`src/rtl/sit_pkg.sv`:
```
package sit_pkg;

  localparam logic [15:0] NO_READING = 16'hFFFF;

  typedef enum logic [2:0] {
    OP_ADD       = 3'd0,
    OP_SET_TEMP  = 3'd1,
    OP_SET_HUM   = 3'd2,
    OP_LOOKUP    = 3'd3,
    OP_READ_SLOT = 3'd4,
    OP_CLEAR     = 3'd5
  } kind_e;

  typedef enum logic [1:0] {
    ST_IDLE,
    ST_SCAN,
    ST_PLACE,
    ST_FINISH
  } state_e;

  typedef struct packed {
    logic [63:0] id;
    logic [15:0] temp;
    logic [15:0] hum;
  } entry_t;

  typedef struct packed {
    logic shift;
    logic clear;
  } cell_ctl_t;

endpackage

```
`src/rtl/sit_cell.sv`:
```
module sit_cell (
  input  logic              clk,
  input  logic              rst,
  input  sit_pkg::cell_ctl_t ctl,
  input  sit_pkg::entry_t   din,
  output sit_pkg::entry_t   dout
);

  sit_pkg::entry_t entry;

  always_ff @(posedge clk) begin
    if (rst || ctl.clear) begin
      entry <= '0;
    end else if (ctl.shift) begin
      entry <= din;
    end
  end

  assign dout = entry;

endmodule

```
`src/rtl/sit_ctrl.sv`:
```
module sit_ctrl #(
  parameter int SLOTS = 16
) (
  input  logic               clk,
  input  logic               rst,
  input  logic               in_valid,
  output logic               in_ready,
  input  logic [2:0]         in_kind,
  input  logic [63:0]        in_id,
  input  logic [15:0]        in_reading,
  input  logic [7:0]         in_pos,
  input  sit_pkg::entry_t    head,
  output sit_pkg::entry_t    head_new,
  output sit_pkg::cell_ctl_t ctl,
  output logic               out_valid,
  input  logic               out_ready,
  output logic               out_ok,
  output logic [15:0]        out_temp,
  output logic [15:0]        out_hum,
  output logic [63:0]        out_id,
  output logic [8:0]         out_fill
);

  localparam int IW = (SLOTS > 1) ? $clog2(SLOTS) : 1;
  localparam int FW = $clog2(SLOTS + 1);
  localparam logic [IW-1:0] LAST = IW'(SLOTS - 1);

  sit_pkg::state_e state, state_next;
  sit_pkg::kind_e  kind_r;
  logic [63:0]     key_r;
  logic [15:0]     rd_r;
  logic [7:0]      pos_r;
  logic [IW-1:0]   cnt;
  logic            hit;
  logic            free_found;
  logic [IW-1:0]   free_idx;
  logic            placed;
  logic [15:0]     htemp;
  logic [15:0]     hhum;
  logic [63:0]     rid;
  logic [FW-1:0]   fill;

  logic            in_acc;
  logic            last;
  logic            match;
  logic            head_free;
  logic            pos_ok;
  logic            res_ok;
  logic            out_load;
  sit_pkg::kind_e  in_kind_e;

  assign in_kind_e = sit_pkg::kind_e'(in_kind);
  assign in_ready  = (state == sit_pkg::ST_IDLE);
  assign in_acc    = in_valid && in_ready;
  assign last      = (cnt == LAST);
  assign match     = (key_r != 64'd0) && (head.id == key_r);
  assign head_free = (head.id == 64'd0);
  assign pos_ok    = (9'(pos_r) < 9'(SLOTS));
  assign out_load  = (state == sit_pkg::ST_FINISH) && (!out_valid || out_ready);

  // next state
  always_comb begin
    state_next = state;
    case (state)
      sit_pkg::ST_IDLE: begin
        if (in_valid) begin
          case (in_kind_e)
            sit_pkg::OP_ADD, sit_pkg::OP_SET_TEMP, sit_pkg::OP_SET_HUM,
            sit_pkg::OP_LOOKUP, sit_pkg::OP_READ_SLOT: state_next = sit_pkg::ST_SCAN;
            default: state_next = sit_pkg::ST_FINISH;
          endcase
        end
      end
      sit_pkg::ST_SCAN: begin
        if (last) begin
          // an add that missed and saw a free slot goes around once more to drop the id in place
          if ((kind_r == sit_pkg::OP_ADD) && (key_r != 64'd0) && !(hit || match) &&
              (free_found || head_free)) begin
            state_next = sit_pkg::ST_PLACE;
          end else begin
            state_next = sit_pkg::ST_FINISH;
          end
        end
      end
      sit_pkg::ST_PLACE: begin
        if (last) begin
          state_next = sit_pkg::ST_FINISH;
        end
      end
      sit_pkg::ST_FINISH: begin
        if (!out_valid || out_ready) begin
          state_next = sit_pkg::ST_IDLE;
        end
      end
      default: state_next = sit_pkg::ST_IDLE;
    endcase
  end

  // ring control and head rewrite
  always_comb begin
    ctl.shift = (state == sit_pkg::ST_SCAN) || (state == sit_pkg::ST_PLACE);
    ctl.clear = in_acc && (in_kind_e == sit_pkg::OP_CLEAR);
    head_new  = head;
    case (state)
      sit_pkg::ST_SCAN: begin
        if (match && (kind_r == sit_pkg::OP_SET_TEMP)) begin
          head_new.temp = rd_r;
        end
        if (match && (kind_r == sit_pkg::OP_SET_HUM)) begin
          head_new.hum = rd_r;
        end
      end
      sit_pkg::ST_PLACE: begin
        if (cnt == free_idx) begin
          head_new.id   = key_r;
          head_new.temp = sit_pkg::NO_READING;
          head_new.hum  = sit_pkg::NO_READING;
        end
      end
      default: head_new = head;
    endcase
  end

  always_comb begin
    case (kind_r)
      sit_pkg::OP_ADD:       res_ok = hit || placed;
      sit_pkg::OP_SET_TEMP,
      sit_pkg::OP_SET_HUM,
      sit_pkg::OP_LOOKUP:    res_ok = hit;
      sit_pkg::OP_READ_SLOT: res_ok = pos_ok;
      sit_pkg::OP_CLEAR:     res_ok = 1'b1;
      default:               res_ok = 1'b0;
    endcase
  end

  always_ff @(posedge clk) begin
    if (rst) begin
      state     <= sit_pkg::ST_IDLE;
      fill      <= '0;
      out_valid <= 1'b0;
    end else begin
      state <= state_next;
      if (ctl.clear) begin
        fill <= '0;
      end else if ((state == sit_pkg::ST_PLACE) && (cnt == free_idx)) begin
        fill <= fill + FW'(1);
      end
      if (out_load) begin
        out_valid <= 1'b1;
      end else if (out_ready) begin
        out_valid <= 1'b0;
      end
    end
  end

  always_ff @(posedge clk) begin
    if (in_acc) begin
      kind_r     <= in_kind_e;
      key_r      <= in_id;
      rd_r       <= in_reading;
      pos_r      <= in_pos;
      cnt        <= '0;
      hit        <= 1'b0;
      free_found <= 1'b0;
      free_idx   <= '0;
      placed     <= 1'b0;
      htemp      <= '0;
      hhum       <= '0;
      rid        <= '0;
    end else if (ctl.shift) begin
      cnt <= last ? '0 : cnt + IW'(1);
      if (state == sit_pkg::ST_SCAN) begin
        if (match) begin
          hit   <= 1'b1;
          htemp <= head.temp;
          hhum  <= head.hum;
        end
        if (head_free && !free_found) begin
          free_found <= 1'b1;
          free_idx   <= cnt;
        end
        if (8'(cnt) == pos_r) begin
          rid <= head.id;
        end
      end else if (cnt == free_idx) begin
        placed <= 1'b1;
      end
    end
  end

  always_ff @(posedge clk) begin
    if (out_load) begin
      out_ok   <= res_ok;
      out_temp <= (kind_r == sit_pkg::OP_LOOKUP) ? (hit ? htemp : sit_pkg::NO_READING) : 16'd0;
      out_hum  <= (kind_r == sit_pkg::OP_LOOKUP) ? (hit ? hhum : sit_pkg::NO_READING) : 16'd0;
      out_id   <= ((kind_r == sit_pkg::OP_READ_SLOT) && pos_ok) ? rid : 64'd0;
      out_fill <= 9'(fill);
    end
  end

endmodule

```
`src/rtl/sensor_id_table.sv`:
```
// channel | dir | tdata (low bit up)                                  | tuser
// s_*     | in  | sensor_id[63:0] reading[79:64] slot_position[87:80]   | kind[2:0]
// m_*     | out | temperature_out[15:0] humidity_out[31:16]            | ok[0]
//         |     | slot_id_out[95:32] filled_count[104:96]              |
// Slots sit in a ring of cells that rotates one place a cycle past a single
// head compare. Lookup, set and read slot make one lap of the ring; an add that
// inserts makes two (search lap, then placement lap); clear and unused
// kinds skip the ring. Reset and clear empty all cells at once.
// A new word is taken while the previous result waits on m_tready; a result
// held by m_tready stalls the block in its final cycle.
module sensor_id_table #(
  parameter int SLOTS = 16
) (
  input  logic         clk,
  input  logic         rst,
  input  logic         s_tvalid,
  output logic         s_tready,
  input  logic [87:0]  s_tdata,   // sensor_id, reading, slot_position
  input  logic [2:0]   s_tuser,   // kind
  output logic         m_tvalid,
  input  logic         m_tready,
  output logic [111:0] m_tdata,   // temperature_out, humidity_out, slot_id_out, filled_count
  output logic [0:0]   m_tuser    // ok
);

  sit_pkg::entry_t    cell_q [SLOTS];
  sit_pkg::entry_t    head_new;
  sit_pkg::cell_ctl_t ctl;

  logic        out_ok;
  logic [15:0] out_temp;
  logic [15:0] out_hum;
  logic [63:0] out_id;
  logic [8:0]  out_fill;

  genvar gi;
  generate
    for (gi = 0; gi < SLOTS; gi++) begin : g_cell
      sit_cell u_cell (
        .clk  (clk),
        .rst  (rst),
        .ctl  (ctl),
        .din  ((gi == SLOTS - 1) ? head_new : cell_q[(gi + 1) % SLOTS]),
        .dout (cell_q[gi])
      );
    end
  endgenerate

  sit_ctrl #(
    .SLOTS (SLOTS)
  ) u_ctrl (
    .clk        (clk),
    .rst        (rst),
    .in_valid   (s_tvalid),
    .in_ready   (s_tready),
    .in_kind    (s_tuser),
    .in_id      (s_tdata[63:0]),
    .in_reading (s_tdata[79:64]),
    .in_pos     (s_tdata[87:80]),
    .head       (cell_q[0]),
    .head_new   (head_new),
    .ctl        (ctl),
    .out_valid  (m_tvalid),
    .out_ready  (m_tready),
    .out_ok     (out_ok),
    .out_temp   (out_temp),
    .out_hum    (out_hum),
    .out_id     (out_id),
    .out_fill   (out_fill)
  );

  assign m_tdata = {7'd0, out_fill, out_id, out_hum, out_temp};
  assign m_tuser = out_ok;

`ifndef SYNTHESIS
  a_busy_after_accept: assert property (@(posedge clk) disable iff (rst)
    s_tvalid && s_tready |=> !s_tready)
    else $error("input taken twice in a row");

  a_fill_bound: assert property (@(posedge clk) disable iff (rst)
    m_tvalid |-> (m_tdata[104:96] <= 9'(SLOTS)))
    else $error("filled count beyond table size");

  a_result_from_work: assert property (@(posedge clk) disable iff (rst)
    $rose(m_tvalid) |-> $past(!s_tready))
    else $error("result appeared with no word in progress");
`endif

endmodule

```
`config.mk`:
```
export PLATFORM = sky130hd
export DESIGN_NAME = sensor_id_table
export DESIGN_NICKNAME = d
export VERILOG_FILES = /design/src/rtl/sit_pkg.sv /design/src/rtl/sit_cell.sv /design/src/rtl/sit_ctrl.sv /design/src/rtl/sensor_id_table.sv
export SDC_FILE = /design/constraint.sdc
export NUM_CORES = 2
export LEC_CHECK = 0
export ABC_AREA = 1
export BUFFER_PORTS_ARGS = -buffer_cell sky130_fd_sc_hd__clkbuf_2
export CAP_MARGIN = 15
export CELL_PAD_IN_SITES_DETAIL_PLACEMENT = 1
export CELL_PAD_IN_SITES_GLOBAL_PLACEMENT = 2
export CORE_UTILIZATION = 35
export CTS_CLUSTER_DIAMETER = 30
export DETAILED_ROUTE_END_ITERATION = 16
export PLACE_DENSITY = 0.77
export SYNTH_ARGS = -nofsm -noshare
export SYNTH_HDL_FRONTEND = slang
export SYNTH_HIERARCHICAL = 1
export SYNTH_SLANG_ARGS = --single-unit
```
`constraint.sdc`:
```
create_clock -name clk -period 7.4 [get_ports clk]
set_input_delay 0.37 -clock clk [delete_from_list [all_inputs] [get_ports clk]]
set_output_delay 0.37 -clock clk [all_outputs]
set_load 0.01 [all_outputs]
```
==> impl_metrics.csv <==
group,metric,value,unit
critical_path,cells_along_the_critical_path,"inv_1, ha_4, nand2_4, nor3_2, buf_4, nor2_4, buf_4, nand2_1, nor2_1",
grt,vias_in_the_first_global_route,67000,
yosys,synth.largest_area_cell,"sky130_fd_sc_hd__dfxtp_1",
sta,final_period_minus_worst_setup_slack,3.75,ns
power,cellLeakagePower,44.2,nW
critical_path,worst_setup_path_end_kind,"register",
routing,final_routed_drc_violation_total,0,
critical_path,worst-path-max-fanout,68,
yosys,dominantRegCellSynth,"sky130_fd_sc_hd__dfxtp_1",
yosys,synthMostInstantiatedCell,"sky130_fd_sc_hd__nand2_1",
routing,drtIter0Drc,3940,
critical_path,crit_path_top_delay_cell,"sky130_fd_sc_hd__buf_4",
power,clock_power_share,0.398,
yosys,synth_cell_types,31,
power,combinationalPowerShare,0.335,
routing,detailedRoute.firstPassIterationCount,5,
sta,report.final.hold_viol_count,0,
sta,timing.final.crit_share,0.507,
layout,multiInputGateArea,28200,sq um
routing,routed_wire_length_per_instance,15.6,um
clocking,htree_num_levels,5,
sta,worst_tran_pin_value,1.29,ns
routing,drt-total-wl,235,mm
sta,fmax,267,MHz
power,peakVddDrop,0.586,mV
yosys,ys_warns,6,
power,power_switching_share,0.373,
floorplan,fp.dieArea,222000,sq um
clocking,clock-root-buffer,"sky130_fd_sc_hd__clkbuf_16",
critical_path,critical_path.most_common_cell,"sky130_fd_sc_hd__buf_4",
sta,maxSlewHeadroom,0.137,
clocking,cts.reportedPaths.clkPinSlew,0.05,ns
routing,via_count,65400,
critical_path,critPathKind,"register to register",
power,cellInternalPower,34.2,mW
outcome,run_status,"complete, no violations",
yosys,postSynthAreaPerCell,6.71,sq um
placement,placedInstanceArea,79100,sq um
layout,final_net_count,11900,
floorplan,row_count,171,
layout,post_route_cells_drive_above_1_share,0.0925,
grt,grt_overflow_total,0,
clocking,numClockSinks,1844,
clocking,cts_tree,"built",
critical_path,critPathMaxStageDelay,0.88,ns
run,drv.max_cap_violation_count,0,
placement,io_buffers,198,
placement,hpwl,147,mm
sta,setup_repair_after_global_routing_missed_its_margin,"no",
grt,grt_start_max_net_pins,256,
yosys,synth_cells,11500,
critical_path,worst-endpoint-required,8.24,ns
power,pwr_density_cell,561,nW/um^2
sta,worst_clock_skew,0.0570,ns
layout,layout-area-overhead-vs-synth,26.1,%
critical_path,startpoint_class_of_the_critical_path,"register",
clocking,cts_inserted_buffers,493,
placement,place.gp.congestion,0.844,
routing,vias_per_cell,4.36,
yosys,async_set_or_reset_flop_fraction_in_the_synthesized_netlist,0,
critical_path,worstPathArrival,4.59,ns
power,share_seq_of_total_power,0.267,
floorplan,design.portCount,210,
grt,grt_first_pass_wirelength,378,mm
yosys,post_synth_most_frequent_cells,"3434 x sky130_fd_sc_hd__nand2_1, 3319 x sky130_fd_sc_hd__nor2_1, 1793 x sky130_fd_sc_hd__inv_1",
power,total_switching_power,20.3,mW
grt,antenna_found_initial,1,
yosys,postSynthRegisterBits,1844,
clocking,insertion_delay,0.97,ns
routing,route.antenna.remaining_nets,0,
sta,timing.setup.tns,0,ns
yosys,post_synth_instance_area,77100,sq um
yosys,post_synthesis_sequential_area_ratio,0.504,
sta,finalMaxSlewViolations,0,
floorplan,die_width,471,um
floorplan,core_area,218000,sq um
clocking,clk_path_buf_depth,4,
grt,gr-usage-all-layers,0.209,
layout,seqCellArea,38800,sq um
floorplan,die_height,471,um
sta,timing.final.setup_violations,0,
yosys,area_share_of_the_largest_cell_type_after_synthesis,0.428,
yosys,synth.top_cells.by_area,"sky130_fd_sc_hd__dfxtp_1 43%, sky130_fd_sc_hd__nand2_1 17%, sky130_fd_sc_hd__nor2_1 16%",
floorplan,initial_core_util,0.354,
yosys,count_of_flip_flops_with_a_built_in_enable_after_synthesis,193,
clocking,resize_count_post_cts,0,
worst_hold_path,classification_of_the_worst_slack_hold_path,"input port to register",
layout,finish.instance_area,97200,sq um
layout,fillers,27300,
-- stage by stage --
| stage | std cells | power (mW) | worst slack, ns | hold WS, ns | util |
|---|---|---|---|---|---|
| after floorplan | 11500 | 28.3 | 1.28 | 0.423 | - |
| after global placement | 14000 | 32.5 | 3.48 | 0.435 | 0.363 |
| after detailed placement | 14000 | 32.9 | 3.61 | 0.445 | 0.363 |
| after CTS | 15000 | 55.1 | 3.57 | 0.00375 | 0.446 |
| after global routing | 15000 | 58.8 | 3.41 | 0.0597 | 0.446 |
| final | 15000 | 54.5 | 3.65 | 0.0474 | 0.446 |
-- sequential cells by signal (all words and copies together) (netlist names), 4 cells and up --
register,cells
u_ctrl/out_hum,16
u_ctrl/pos_r,8
u_ctrl/fill,5
u_ctrl/free_idx,4
u_ctrl/rid,64
u_ctrl/cnt,4
g_cell.u_cell/dout,1536
u_ctrl/out_fill,5
u_ctrl/key_r,64
u_ctrl/hhum,16
u_ctrl/htemp,16
u_ctrl/rd_r,16
u_ctrl/out_id,64
u_ctrl/out_temp,16
-- kinds of logic after synthesis --
group | share of synthesized area
AO/OA/AOI/OAI | 0.0213
XOR/XNOR | 0.00250
adder cells (fa/ha/maj) | 0.00114
buffers and inverters | 0.131
flip-flops | 0.504
other | 0.0000974
AND/OR/NAND/NOR | 0.340
-- worst max-delay path: cells and delay by family (launching register included) --
family                     cells  cell delay (ns)
adders and majority gates      1             0.22
buffers and inverters          3             1.34
DFF                            1             0.41
and+or+nand+nor                5             1.50
-- path summary, 6_finish.rpt --
kind	from	to	slack, ns	cells past startpoint
max reg2reg	u_ctrl/state[0]	g_cell[7].u_cell/dout[2]	3.65	9
max	u_ctrl/state[0]	g_cell[7].u_cell/dout[2]	3.65	9
min reg2reg	u_ctrl/hit	u_ctrl/hit	0.45	2
min	rst	u_ctrl/state[1]	0.05	3
-- power groups by stage --
stage,logic (mW),registers (mW),clock network (mW)
after floorplan,14.2,14.1,0
after global placement,17.9,14.6,0
after detailed placement,18.2,14.7,0
after CTS,18.4,14.6,22.1
after global routing,21.2,14.9,22.7
final,18.3,14.5,21.7
-- routing by layer --
metal / up-vias / track usage / share of wire
met5: - / 0 / 0
met4: 0 / 0.0577 / 0.020
met3: 406 / 0.0304 / 0.038
met2: 1066 / 0.291 / 0.39
met1: 30100 / 0.329 / 0.55
li1: 33900 / - / -
-- placed cells by master, fill, tap and decap left out, types with 94 or more instances in the layout --
| master | Yosys | layout |
|---|---|---|
| sky130_fd_sc_hd__clkbuf_2 | 0 | 198 |
| sky130_fd_sc_hd__nand2_1 | 3434 | 3432 |
| sky130_fd_sc_hd__inv_1 | 1793 | 1792 |
| sky130_fd_sc_hd__clkbuf_16 | 0 | 496 |
| sky130_fd_sc_hd__dfxtp_1 | 1651 | 1651 |
| sky130_fd_sc_hd__edfxtp_1 | 193 | 193 |
| sky130_fd_sc_hd__o21ai_0 | 135 | 135 |
| sky130_fd_sc_hd__a21oi_1 | 182 | 181 |
| sky130_fd_sc_hd__dlygate4sd3_1 | 0 | 94 |
| sky130_fd_sc_hd__nor2_1 | 3319 | 3319 |
-- cell type report --
type                    count  area share
well taps                2854      0.0367
diodes                      1   0.0000257
clock inverters           230      0.0326
multi-input cells        7250       0.290
flip-flops and latches   1844       0.399
inverters                1812      0.0700
clock buffers             665       0.143
repair buffers            360      0.0274
-- timing repair --
| item | in CTS | in global routing |
|---|---|---|
| endpoints found under the setup margin | 0 | 0 |
| buffers inserted | 0 | 0 |
| hold buffers | 94 | 0 |
| hold endpoints to repair | 94 | 0 |
(Power assumes the default switching activity.)
